$ cat src/design/pafbf_pkg.sv
// ---------------------------------------------------------------------------
// pafbf_pkg: shared types and constants of the partition allocator
// Word formats, outcome and opcode values, and controller/datapath links.
// ---------------------------------------------------------------------------
package pafbf_pkg;

    localparam int MAX_SLOTS  = 8;
    localparam int NUM_BLOCKS = 8;

    localparam int SLOT_IDX_W = $clog2(MAX_SLOTS);
    localparam int SIZE_W     = 16;
    localparam int OWNER_W    = 10;
    localparam int COUNT_W    = 4;
    localparam int OUTCOME_W  = 2;

    localparam logic [SLOT_IDX_W-1:0] LAST_IDX = SLOT_IDX_W'(NUM_BLOCKS - 1);

    localparam logic OP_ALLOC     = 1'b0;
    localparam logic OP_RELEASE   = 1'b1;
    localparam logic POLICY_FIRST = 1'b0;
    localparam logic POLICY_BEST  = 1'b1;

    localparam logic [OUTCOME_W-1:0] OUT_ALLOCATED  = 2'd0;
    localparam logic [OUTCOME_W-1:0] OUT_NO_SPACE   = 2'd1;
    localparam logic [OUTCOME_W-1:0] OUT_RELEASED   = 2'd2;
    localparam logic [OUTCOME_W-1:0] OUT_NONE_OWNED = 2'd3;

    typedef struct packed {
        logic               op;
        logic               policy;
        logic [OWNER_W-1:0] owner_id;
        logic [SIZE_W-1:0]  request_size;
    } in_word_t;

    typedef struct packed {
        logic [OUTCOME_W-1:0]  outcome;
        logic [SLOT_IDX_W-1:0] chosen_block;
        logic [COUNT_W-1:0]    freed_count;
    } out_word_t;

    // controller to datapath
    typedef struct packed {
        logic                  load;
        logic                  scan;
        logic [SLOT_IDX_W-1:0] idx;
        logic                  commit;
    } cmd_t;

    // datapath to controller
    typedef struct packed {
        logic out_full;
    } status_t;

endpackage

$ cat src/design/pafbf_ctrl.sv
// ---------------------------------------------------------------------------
// pafbf_ctrl: request sequencer
// Takes a request word, steps the block index over all partitions, then
// commits the result once the output register can take it.
// ---------------------------------------------------------------------------
module pafbf_ctrl
    import pafbf_pkg::*;
(
    input  logic    clk,
    input  logic    rst_n,
    input  logic    in_valid,
    output logic    in_ready,
    input  logic    out_ready,
    input  status_t status,
    output cmd_t    cmd
);

    localparam logic [1:0] ST_IDLE = 2'd0;
    localparam logic [1:0] ST_SCAN = 2'd1;
    localparam logic [1:0] ST_DONE = 2'd2;

    logic [1:0]            state_reg;
    logic [1:0]            state_next;
    logic [SLOT_IDX_W-1:0] idx_reg;
    logic [SLOT_IDX_W-1:0] idx_next;
    logic                  can_commit;

    assign can_commit = !status.out_full || out_ready;

    always_comb
    begin
        state_next = state_reg;
        idx_next   = idx_reg;
        in_ready   = 1'b0;
        cmd        = '0;
        cmd.idx    = idx_reg;
        case (state_reg)
            ST_IDLE:
            begin
                in_ready = 1'b1;
                if (in_valid)
                begin
                    cmd.load   = 1'b1;
                    idx_next   = '0;
                    state_next = ST_SCAN;
                end
            end
            ST_SCAN:
            begin
                cmd.scan = 1'b1;
                if (idx_reg == LAST_IDX)
                begin
                    state_next = ST_DONE;
                end
                else
                begin
                    idx_next = idx_reg + 1'b1;
                end
            end
            ST_DONE:
            begin
                // hold until the output register is free or being drained
                if (can_commit)
                begin
                    cmd.commit = 1'b1;
                    state_next = ST_IDLE;
                end
            end
            default:
            begin
                state_next = ST_IDLE;
            end
        endcase
    end

    always_ff @(posedge clk or negedge rst_n)
    begin
        if (!rst_n)
        begin
            state_reg <= ST_IDLE;
            idx_reg   <= '0;
        end
        else
        begin
            state_reg <= state_next;
            idx_reg   <= idx_next;
        end
    end

    a_scan_in_range: assert property (@(posedge clk) disable iff (!rst_n)
        cmd.scan |-> (cmd.idx <= LAST_IDX))
        else $error("scan index beyond last block");

    a_commit_after_scan: assert property (@(posedge clk) disable iff (!rst_n)
        (state_reg == ST_SCAN && idx_reg == LAST_IDX) |=> (state_reg == ST_DONE))
        else $error("scan did not end in done state");

    a_no_commit_when_blocked: assert property (@(posedge clk) disable iff (!rst_n)
        (status.out_full && !out_ready) |-> !cmd.commit)
        else $error("commit while the output register is held");

endmodule

$ cat src/design/pafbf_dp.sv
// ---------------------------------------------------------------------------
// pafbf_dp: allocator datapath
// Holds partition sizes, busy flags and owners; evaluates one block per scan
// step and writes the result word into the output register on commit.
// ---------------------------------------------------------------------------
module pafbf_dp
    import pafbf_pkg::*;
(
    input  logic                  clk,
    input  logic                  rst_n,
    input  in_word_t              in_data,
    input  logic                  out_ready,
    output logic                  out_valid,
    output out_word_t             out_data,
    input  logic                  cfg_we,
    input  logic [SLOT_IDX_W-1:0] cfg_index,
    input  logic [SIZE_W-1:0]     cfg_data,
    input  cmd_t                  cmd,
    output status_t               status
);

    logic [SIZE_W-1:0]     size_reg  [MAX_SLOTS];
    logic [OWNER_W-1:0]    owner_reg [MAX_SLOTS];
    logic [MAX_SLOTS-1:0]  busy_reg;

    in_word_t              req_reg;
    logic                  found_reg;
    logic [SLOT_IDX_W-1:0] pick_reg;
    logic [SIZE_W-1:0]     pick_size_reg;
    logic [MAX_SLOTS-1:0]  rel_mask_reg;
    logic [COUNT_W-1:0]    freed_reg;

    logic                  out_valid_reg;
    out_word_t             out_reg;
    out_word_t             out_next;

    logic [SIZE_W-1:0]     cur_size;
    logic                  fits;
    logic                  take;
    logic                  hit;

    assign cur_size = size_reg[cmd.idx];
    assign fits     = !busy_reg[cmd.idx] && (cur_size != '0)
                      && (req_reg.request_size <= cur_size);
    assign take     = fits && (req_reg.policy == POLICY_FIRST ? !found_reg
                               : (!found_reg || cur_size <= pick_size_reg));
    assign hit      = busy_reg[cmd.idx] && (owner_reg[cmd.idx] == req_reg.owner_id);

    always_comb
    begin
        out_next = '0;
        if (req_reg.op == OP_ALLOC)
        begin
            if (found_reg)
            begin
                out_next.outcome      = OUT_ALLOCATED;
                out_next.chosen_block = pick_reg;
            end
            else
            begin
                out_next.outcome = OUT_NO_SPACE;
            end
        end
        else
        begin
            out_next.outcome     = (freed_reg != '0) ? OUT_RELEASED : OUT_NONE_OWNED;
            out_next.freed_count = freed_reg;
        end
    end

    // partition sizes
    always_ff @(posedge clk or negedge rst_n)
    begin
        if (!rst_n)
        begin
            for (int i = 0; i < MAX_SLOTS; i++)
            begin
                size_reg[i] <= '0;
            end
        end
        else if (cfg_we)
        begin
            size_reg[cfg_index] <= cfg_data;
        end
    end

    // owners: only read behind a busy flag, so no reset
    always_ff @(posedge clk)
    begin
        if (cmd.commit && req_reg.op == OP_ALLOC && found_reg)
        begin
            owner_reg[pick_reg] <= req_reg.owner_id;
        end
    end

    always_ff @(posedge clk)
    begin
        if (cmd.load)
        begin
            req_reg <= in_data;
        end
    end

    always_ff @(posedge clk or negedge rst_n)
    begin
        if (!rst_n)
        begin
            busy_reg      <= '0;
            found_reg     <= 1'b0;
            pick_reg      <= '0;
            pick_size_reg <= '0;
            rel_mask_reg  <= '0;
            freed_reg     <= '0;
            out_valid_reg <= 1'b0;
            out_reg       <= '0;
        end
        else
        begin
            if (cmd.load)
            begin
                found_reg    <= 1'b0;
                pick_reg     <= '0;
                rel_mask_reg <= '0;
                freed_reg    <= '0;
            end
            if (cmd.scan)
            begin
                if (req_reg.op == OP_ALLOC)
                begin
                    if (take)
                    begin
                        found_reg     <= 1'b1;
                        pick_reg      <= cmd.idx;
                        pick_size_reg <= cur_size;
                    end
                end
                else if (hit)
                begin
                    rel_mask_reg[cmd.idx] <= 1'b1;
                    freed_reg             <= freed_reg + 1'b1;
                end
            end
            if (cmd.commit)
            begin
                if (req_reg.op == OP_ALLOC)
                begin
                    if (found_reg)
                    begin
                        busy_reg[pick_reg] <= 1'b1;
                    end
                end
                else
                begin
                    busy_reg <= busy_reg & ~rel_mask_reg;
                end
                out_reg       <= out_next;
                out_valid_reg <= 1'b1;
            end
            else if (out_ready)
            begin
                out_valid_reg <= 1'b0;
            end
        end
    end

    assign out_valid       = out_valid_reg;
    assign out_data        = out_reg;
    assign status.out_full = out_valid_reg;

    a_commit_no_overwrite: assert property (@(posedge clk) disable iff (!rst_n)
        cmd.commit |-> (!out_valid_reg || out_ready))
        else $error("result overwritten before it was taken");

    a_freed_matches_outcome: assert property (@(posedge clk) disable iff (!rst_n)
        out_valid_reg |-> ((out_reg.outcome == OUT_RELEASED) == (out_reg.freed_count != '0)))
        else $error("freed count disagrees with outcome");

    a_grant_marks_busy: assert property (@(posedge clk) disable iff (!rst_n)
        (cmd.commit && req_reg.op == OP_ALLOC && found_reg) |=> busy_reg[$past(pick_reg)])
        else $error("granted block not marked busy");

    a_chosen_only_on_grant: assert property (@(posedge clk) disable iff (!rst_n)
        (out_valid_reg && out_reg.outcome != OUT_ALLOCATED) |-> (out_reg.chosen_block == '0))
        else $error("block index set without a grant");

endmodule

$ cat src/design/partition_allocator_first_best_fit.sv
// ---------------------------------------------------------------------------
// partition_allocator_first_best_fit: fixed-partition allocator top level
// Flow: the input word is taken in the idle state, the scan then evaluates
//   every block in turn, and the result is committed into the output register.
// Throughput: a new word is taken only once the last result is committed and
//   the sequencer is back in idle; a held result stalls the commit.
// Reset: all partition sizes zero, all blocks free, no result pending.
// ---------------------------------------------------------------------------
module partition_allocator_first_best_fit
    import pafbf_pkg::*;
(
    input  logic                  clk,
    input  logic                  rst_n,
    input  logic                  in_valid,
    output logic                  in_ready,
    input  in_word_t              in_data,
    output logic                  out_valid,
    input  logic                  out_ready,
    output out_word_t             out_data,
    input  logic                  cfg_we,
    input  logic [SLOT_IDX_W-1:0] cfg_index,
    input  logic [SIZE_W-1:0]     cfg_data
);

    cmd_t    cmd;
    status_t status;

    pafbf_ctrl u_ctrl (
        .clk       (clk),
        .rst_n     (rst_n),
        .in_valid  (in_valid),
        .in_ready  (in_ready),
        .out_ready (out_ready),
        .status    (status),
        .cmd       (cmd)
    );

    pafbf_dp u_dp (
        .clk       (clk),
        .rst_n     (rst_n),
        .in_data   (in_data),
        .out_ready (out_ready),
        .out_valid (out_valid),
        .out_data  (out_data),
        .cfg_we    (cfg_we),
        .cfg_index (cfg_index),
        .cfg_data  (cfg_data),
        .cmd       (cmd),
        .status    (status)
    );

endmodule

$ cat config.mk
export PLATFORM = sky130hd
export DESIGN_NAME = partition_allocator_first_best_fit
export DESIGN_NICKNAME = d
export VERILOG_FILES = /design/src/design/pafbf_pkg.sv /design/src/design/pafbf_ctrl.sv /design/src/design/pafbf_dp.sv /design/src/design/partition_allocator_first_best_fit.sv
export SDC_FILE = /design/constraint.sdc
export NUM_CORES = 1
export LEC_CHECK = 0
export BUFFER_PORTS_ARGS = -buffer_cell sky130_fd_sc_hd__buf_4
export CORE_MARGIN = 5
export CORE_UTILIZATION = 42
export CTS_CLUSTER_DIAMETER = 80
export DETAILED_ROUTE_END_ITERATION = 8
export SETUP_SLACK_MARGIN = 0.2
export SYNTH_ARGS = -nofsm -noshare
export SYNTH_HDL_FRONTEND = slang
export SYNTH_SLANG_ARGS = --single-unit
$ cat constraint.sdc
create_clock -name clk -period 5.1 [get_ports clk]
set_clock_uncertainty 0.15 [all_clocks]
set_input_delay 0.255 -clock clk [delete_from_list [all_inputs] [get_ports clk]]
set_output_delay 0.255 -clock clk [all_outputs]
set_load 0.02 [all_outputs]
# Word level (Yosys, flattened, before mapping)
# Memory sizes are Yosys's and may differ from the RTL's.
# Cells that the tools add are included.
[word_totals] regBits=211 latchBits=0 ramBits=80 rom_bits=0 output_inout_bits=11 word_cells=129 mem_count=1
[op_classes] n_addsub=2 mul=0 div_mod_pow=0 order_cmp=9 eq_ne=8 shifts=0 mux=54 bitwise_logic=7 n_reduce_logical=24
[mem_list] memory="u_dp.owner_reg" depth=8 word_bits=10 read_ports=1 rd_ports_with_merged_regs=0 wr=1 line="pafbf_dp.sv:23" source="logic [OWNER_W-1:0] owner_reg [MAX_SLOTS];"
[op_table] operator="128-bit bitwise mux" n=1
[op_table] operator="16-bit binary-select mux with 3-bit select" n=1
[op_table] operator="16-bit demux with 3-bit select" n=1
[op_table] operator="16-bit 2-to-1 mux" n=3
[op_table] operator="8-bit 2-to-1 mux" n=6
[op_table] operator="16-bit <= comparator" n=2
[op_table] operator="3-bit 2-to-1 mux" n=8
[op_table] operator="1-bit 2-to-1 mux" n=20
[op_table] operator="4-bit 2-to-1 mux" n=5
[op_table] operator="8-bit OR" n=2
[op_table] operator="16-bit nonzero test" n=1
[op_table] operator="10-bit equality test" n=1
[op_table] operator="1-bit logical AND" n=9
[op_table] operator="3-bit AND reduction" n=3
[op_table] operator="8-bit bitwise AND" n=1
[op_table] operator="4-bit >= comparator (second input constant)" n=2
[op_table] operator="3-bit by 4-bit less-than comparator with 1-bit output (second input constant)" n=2
[op_table] operator="2-bit 2-to-1 mux" n=4
[op_table] operator="3-bit NOT with 4-bit output" n=2
[op_table] operator="8-bit NOT" n=1
[op_table] operator="1-bit demux with 3-bit select" n=2
[op_table] operator="3-bit by 1-bit >= comparator with 1-bit output (second input constant)" n=2
[op_table] operator="2-bit one-hot mux with 3 select lines" n=1
[op_table] operator="3-bit one-hot mux with 2 select lines" n=1
[op_table] operator="other kinds (16)" n=23

# Logic depth before layout (Yosys ltp)
[depth] ltp_word=11 depth_mapped=18 depth_no_buf=14

# By module
# Synthesis repeated with hierarchy kept, for this count alone.
[unflattened] hier_cells=954 area_unflattened_um2=13367.8
[modules_own_cells] mod="pafbf_dp" n_inst=1 cells_each=922 area_each_um2=13062.5 seq_area_each_um2=7697.4
[modules_own_cells] mod="pafbf_ctrl" n_inst=1 cells_each=32 area_each_um2=305.3 seq_area_each_um2=125.1

# Worst setup path before layout
# OpenSTA, ideal clock, no wires.
[synth_path] kind="reg2reg" from="register u_ctrl.idx_reg[0]" to="register u_dp.pick_size_reg[0]" setup_ps=128 arrival_ps=3031 required_time_ps=4822 slack_ps=1791 stages_incl_launch_ff=17 cell_sequence="dfrtp_1 buf_6 buf_6 buf_6 mux4_2 nand2_1 nand2_1 ha_1 a21o_1 nand3_1 a21oi_1 a2111oi_0 o21ai_0 nand3_1 nand4_1 buf_6 mux2_1"
[synth_via] elab_chain_len=9 elab_cells_between_ends=16 classes_between="order compare (2); mux (6); bitwise (1); reduce/logical (7)"
[synth_rtl] item="start: declaration" line="pafbf_ctrl.sv:24" source="logic [SLOT_IDX_W-1:0] idx_reg;"
[synth_rtl] item="start signal: assignment" line="pafbf_ctrl.sv:86" source="idx_reg <= idx_next;"
[synth_rtl] item="3-bit NOT with 4-bit output (not written as such) *" line="pafbf_dp.sv:42" source="assign cur_size = size_reg[cmd.idx];"
[synth_rtl] item="16-bit binary-select mux with 3-bit select *" line="pafbf_dp.sv:42"
[synth_rtl] item="16-bit 2-to-1 mux (not written as such) * (2 in series)" line="pafbf_dp.sv:42"
[synth_rtl] item="named net u_dp.cur_size[5]" line="pafbf_dp.sv:37" source="logic [SIZE_W-1:0] cur_size;"
[synth_rtl] item="16-bit <= comparator or 16-bit nonzero test (tied branches)" line="pafbf_dp.sv:46, pafbf_dp.sv:43"
[synth_rtl] item="1-bit logical OR or 1-bit logical AND (tied branches)" line="pafbf_dp.sv:46, pafbf_dp.sv:43"
[synth_rtl] item="1-bit 2-to-1 mux or 1-bit logical AND (tied branches)" line="pafbf_dp.sv:45, pafbf_dp.sv:44"
[synth_rtl] item="1-bit logical AND *" line="pafbf_dp.sv:45" source="assign take = fits && (req_reg.policy == POLICY_FIRST ? !found_reg"
[synth_rtl] item="3-bit AND reduction (no source line) *"
[synth_rtl] item="end signal: assignment" line="pafbf_dp.sv:134" source="pick_size_reg <= cur_size;"
[synth_rtl] item="end: declaration" line="pafbf_dp.sv:29" source="logic [SIZE_W-1:0] pick_size_reg;"
# The timed path passes the listed nets; every way through them passes the cells marked *. The select of a mux whose other input is x is not followed.
# A chain may end at the register's enable or synchronous reset.

# Worst setup path after layout
[layout_path] from="register u_ctrl.idx_reg[0]" to="register u_dp.pick_size_reg[0]"
[layout_via] elab_chain_len=9 elab_cells_between_ends=16 classes_between="order compare (2); mux (6); bitwise (1); reduce/logical (7)"
[layout_rtl] item="3-bit NOT with 4-bit output (not written as such) *" line="pafbf_dp.sv:42"
[layout_rtl] item="16-bit binary-select mux with 3-bit select *" line="pafbf_dp.sv:42"
[layout_rtl] item="16-bit 2-to-1 mux (not written as such) * (2 in series)" line="pafbf_dp.sv:42"
[layout_rtl] item="named net u_dp.cur_size[0]" line="pafbf_dp.sv:37"
[layout_rtl] item="16-bit <= comparator or 16-bit nonzero test (tied branches)" line="pafbf_dp.sv:46, pafbf_dp.sv:43"
[layout_rtl] item="1-bit logical OR or 1-bit logical AND (tied branches)" line="pafbf_dp.sv:46, pafbf_dp.sv:43"
[layout_rtl] item="1-bit 2-to-1 mux or 1-bit logical AND (tied branches)" line="pafbf_dp.sv:45, pafbf_dp.sv:44"
[layout_rtl] item="1-bit logical AND" line="pafbf_dp.sv:45"
[layout_rtl] item="3-bit AND reduction (no source line)"
# Marks and branches as above.

==> reports/metrics.json <==
{
  "run_status": {"value": "complete, no violations"},
  "worstPathArrival": {"value": 4.76, "unit": "ns"},
  "layout_common_cells": {"value": "sky130_fd_sc_hd__dfrtp_1, sky130_fd_sc_hd__mux2_2, sky130_fd_sc_hd__edfxtp_1, sky130_fd_sc_hd__buf_4, sky130_fd_sc_hd__nand2_1"},
  "cts_hold_buf": {"value": 47},
  "synth.lib_cells_used.distinct": {"value": 57},
  "internal_power": {"value": 5.369, "unit": "mW"},
  "setup_repair_after_global_routing_missed_its_margin": {"value": "no"},
  "timing.final.hold_violations": {"value": 0},
  "cts_tree": {"value": "done"},
  "critical_path.reg2reg.startpoint": {"value": "u_ctrl.idx_reg[0]$_DFFE_PN0P_"},
  "async_reset_ff_share": {"value": 62.89, "unit": "%"},
  "crit-reg2reg-capture": {"value": "u_dp.pick_size_reg[0]$_DFFE_PN0P_"},
  "most_common_library_cell_in_the_layout_ignoring_fill_and_taps": {"value": "sky130_fd_sc_hd__dfrtp_1"},
  "report.final.slew_viol_count": {"value": 0},
  "grt_max_degree": {"value": 106},
  "yosys_warnings": {"value": 0},
  "cts.htree.levels": {"value": 1},
  "placementRows": {"value": 64},
  "max_slew_margin": {"value": 33.16, "unit": "%"},
  "postCtsResizedCells": {"value": 0},
  "pleak": {"value": 6.521, "unit": "nW"},
  "boundaryPins": {"value": 63},
  "dr.first_iter.drc_count": {"value": 501},
  "antenna_found_initial": {"value": 0},
  "p_seq_share": {"value": 37.9, "unit": "%"},
  "fill_count": {"value": 2663},
  "ordered_cell_list_for_the_critical_path": {"value": "inv_2, nor2_1, a221oi_1, o22ai_1, inv_1, ha_1, nor2b_1, o211ai_1, a2111oi_0, a211oi_1, o21ai_0, nand3_1, nand4_1, buf_4, mux2_1"},
  "largest_register_ff_count": {"value": 128},
  "worst_setup_path_end_kind": {"value": "flip-flop"},
  "grt_first_pass_wirelength": {"value": 50.80, "unit": "mm"},
  "finalSetupViolCount": {"value": 0},
  "clock_buffers_created_by_tritoncts": {"value": 31},
  "total_overflow_reported_by_the_global_router": {"value": 0},
  "synthTopCellsByArea": {"value": "sky130_fd_sc_hd__dfrtp_1, sky130_fd_sc_hd__edfxtp_1, sky130_fd_sc_hd__mux2_2"},
  "achievable-frequency": {"value": 223.3, "unit": "MHz"},
  "detailed_place.area": {"value": 14070, "unit": "µm²"},
  "power_density_over_cell_area": {"value": 534.8, "unit": "nW/µm²"},
  "input_output_buffers": {"value": 62},
  "path_max_fanout": {"value": 38},
  "clk_pin_slew": {"value": 0.06, "unit": "ns"},
  "wire_per_inst": {"value": 21.21, "unit": "µm"},
  "cts_num_sinks": {"value": 291},
  "avgSynthCellArea": {"value": 13.86, "unit": "µm²"},
  "die_width": {"value": 186.3, "unit": "µm"},
  "r2r.worst_path.cells": {"value": 15},
  "via_count": {"value": 8082},
  "tns": {"value": 0, "unit": "ns"},
  "post_cts.repair.setup_buffers": {"value": 0},
  "postSynthCellCount": {"value": 942},
  "initial_core_util": {"value": 42.57, "unit": "%"},
  "cpMaxStageDelayCell": {"value": "sky130_fd_sc_hd__dfrtp_4"},
  "endpoint": {"value": "u_dp.pick_size_reg[0]$_DFFE_PN0P_"},
  "first_pass_iters": {"value": 4},
  "drive_gt1_share": {"value": 27.44, "unit": "%"},
  "power.switching_fraction": {"value": 35.16, "unit": "%"},
  "finalCritPeriodShare": {"value": 87.82, "unit": "%"},
  "clock_buffer_depth": {"value": 3},
  "mappedNetlistArea": {"value": 13060, "unit": "µm²"},
  "multi_input_comb_area": {"value": 4833, "unit": "µm²"},
  "dp.final_hpwl": {"value": 20.31, "unit": "mm"},
  "maxCapViolations": {"value": 0},
  "p_sw": {"value": 2.912, "unit": "mW"},
  "gp_congestion": {"value": 0.8033},
  "register_area": {"value": 7826, "unit": "µm²"},
  "clock_latency": {"value": 0.57, "unit": "ns"},
  "finalNetCount": {"value": 1161},
  "syn-num-nets": {"value": 1030},
  "grt_pass1_vias": {"value": 8519},
  "worstPathRequired": {"value": 5.38, "unit": "ns"},
  "synth_top_area_share": {"value": 35.08, "unit": "%"},
  "area_delta_synth_final": {"value": 18.60, "unit": "%"},
  "synth-seq-cells": {"value": 291},
  "ys.flop_type": {"value": "sky130_fd_sc_hd__dfrtp_1"},
  "number_of_remaining_drc_errors": {"value": 0},
  "number_of_antenna_cells_inserted": {"value": 0},
  "cts_root_buf": {"value": "sky130_fd_sc_hd__clkbuf_16"},
  "cp-startpoint": {"value": "u_ctrl.idx_reg[0]$_DFFE_PN0P_"},
  "post_drt_via_cell_ratio": {"value": 5.413},
  "drtAntennaViolNets": {"value": 0},
  "finalNonFillerCells": {"value": 1493},
  "die_area": {"value": 34710, "unit": "µm²"},
  "final_design_area_no_fill": {"value": 15480, "unit": "µm²"},
  "hold_path.class": {"value": "primary input to asynchronous set/reset pin"},
  "grtUsageTotal": {"value": 18.15, "unit": "%"},
  "final_routed_wirelength": {"value": 31.67, "unit": "mm"},
  "netlist.top_cell.by_area": {"value": "sky130_fd_sc_hd__dfrtp_1"},
  "core": {"value": 30670, "unit": "µm²"},
  "worst-setup-path-type": {"value": "flip-flop to flip-flop"},
  "period_needed": {"value": 4.479, "unit": "ns"},
  "dp.cells": {"value": 1389},
  "power.clock.fraction": {"value": 25.4, "unit": "%"},
  "max-vdd-ir-drop": {"value": 311.9, "unit": "µV"},
  "synth_enable_flop_cells": {"value": 108},
  "max_stage_delay_on_crit_path": {"value": 0.78, "unit": "ns"},
  "seq_area_frac_synth": {"value": 59.92, "unit": "%"},
  "floorplan.die.height": {"value": 186.3, "unit": "µm"},
  "cp-start-kind": {"value": "flip-flop"},
  "max_slew.worst_pin.slew": {"value": 1.003, "unit": "ns"},
  "comb_power_share": {"value": 36.7, "unit": "%"},
  "rrSetupSlack": {"value": 0.62, "unit": "ns"}
}
[cell type report]
| type | count | area share, % |
|---|---|---|
| clock inverter | 9 | 0.2990 |
| inverter | 44 | 1.067 |
| clock buffer | 48 | 5.810 |
| sequential | 291 | 50.55 |
| timing repair buffer | 146 | 7.863 |
| multi-input combinational | 559 | 31.22 |
| tap | 396 | 3.200 |
[per-stage QoR]
| stage | hold slack, ns | power [mW] | setup slack [ns] | util (%) |
|---|---|---|---|---|
| after floorplan | -0.1906 | 5.229 | 1.791 | - |
| after global placement | 0.2732 | 6.157 | 0.7150 | 45.87 |
| after detailed placement | 0.2749 | 6.198 | 0.6663 | 45.87 |
| after CTS | 0.2142 | 8.361 | 0.6288 | 50.49 |
| after global routing | 0.2332 | 8.790 | 0.3420 | 50.49 |
| final | 0.2041 | 8.281 | 0.6211 | 50.49 |
[kinds of logic after synthesis]
group                    synth area share, %
AO/OA/AOI/OAI                          7.466
multiplexers                           19.21
flip-flops                             59.92
adder cells (fa/ha/maj)                3.450
XOR/XNOR                              0.7380
buffers and inverters                  3.211
AND/OR/NAND/NOR                        6.009
[worst min-delay path by stage]
| stage | to | slack [ns] | depth (start not counted) | from |
|---|---|---|---|---|
| 2_1_floorplan | u_ctrl.idx_reg[0]$_DFFE_PN0P_ | -0.19 | 0 | rst_n |
| 3_3_place_gp | u_dp.busy_reg[0]$_DFFE_PN0P_ | 0.27 | 1 | u_dp.rel_mask_reg[0]$_DFF_PN0_ |
| 3_5_place_dp | u_dp.out_data[6]$_DFFE_PN0P_ | 0.27 | 1 | rst_n |
| 4_1_cts | u_dp.size_reg[97]$_DFFE_PN0P_ | 0.21 | 4 | cfg_index[2] |
| 5_1_grt | u_dp.size_reg[101]$_DFFE_PN0P_ | 0.23 | 4 | cfg_index[2] |
| 6_report | u_dp.out_data[6]$_DFFE_PN0P_ | 0.20 | 2 | rst_n |
[Yosys cell counts (all sizes together), types with 2 or more instances]
master   count
o21ai       27
xnor2        3
inv         43
nand2       70
ha          36
o2bb2ai      3
buf         23
a31oi        2
nand4b       5
o31ai        4
o211ai       4
nor3         6
nor2b        8
a22oi       17
a221o        6
clkbuf      25
and2         3
nor4         4
nor2        25
o22ai       10
xor2         8
edfxtp     108
a22o         4
nand3        9
mux2i       48
a21o        14
nand2b       6
mux2       156
nor3b        4
and3         2
mux4        12
nand4       12
a221oi      23
dfrtp      183
a21oi       15
a2111oi      2
nor4b        2
[worst max-delay path, delay by kind of cell (launching register included)]
kind | cells | cell delay (ns)
adder cells (fa/ha/maj) | 1 | 0.23
flip-flops | 1 | 0.78
AO/OA/AOI/OAI | 6 | 1.45
multiplexers | 1 | 0.34
buffers and inverters | 3 | 0.64
AND/OR/NAND/NOR | 4 | 0.74
[power by group through the flow]
stage          Combinational (mW)  Sequential (mW)  Clock [mW]
2_1_floorplan                2.17             3.06           0
3_3_place_gp                 2.98             3.18           0
3_5_place_dp                 3.02             3.18           0
4_1_cts                      3.06             3.14        2.16
5_1_grt                      3.35             3.19        2.25
6_report                     3.04             3.14        2.10
[per-layer routing]
layer / wire [µm] / track usage [%]
met1: 14760 / 26.79
met2: 15100 / 29.13
met3: 1447 / 2.560
met4: 359 / 3.331
met5: 0 / 0
(Power assumes the default switching activity.)
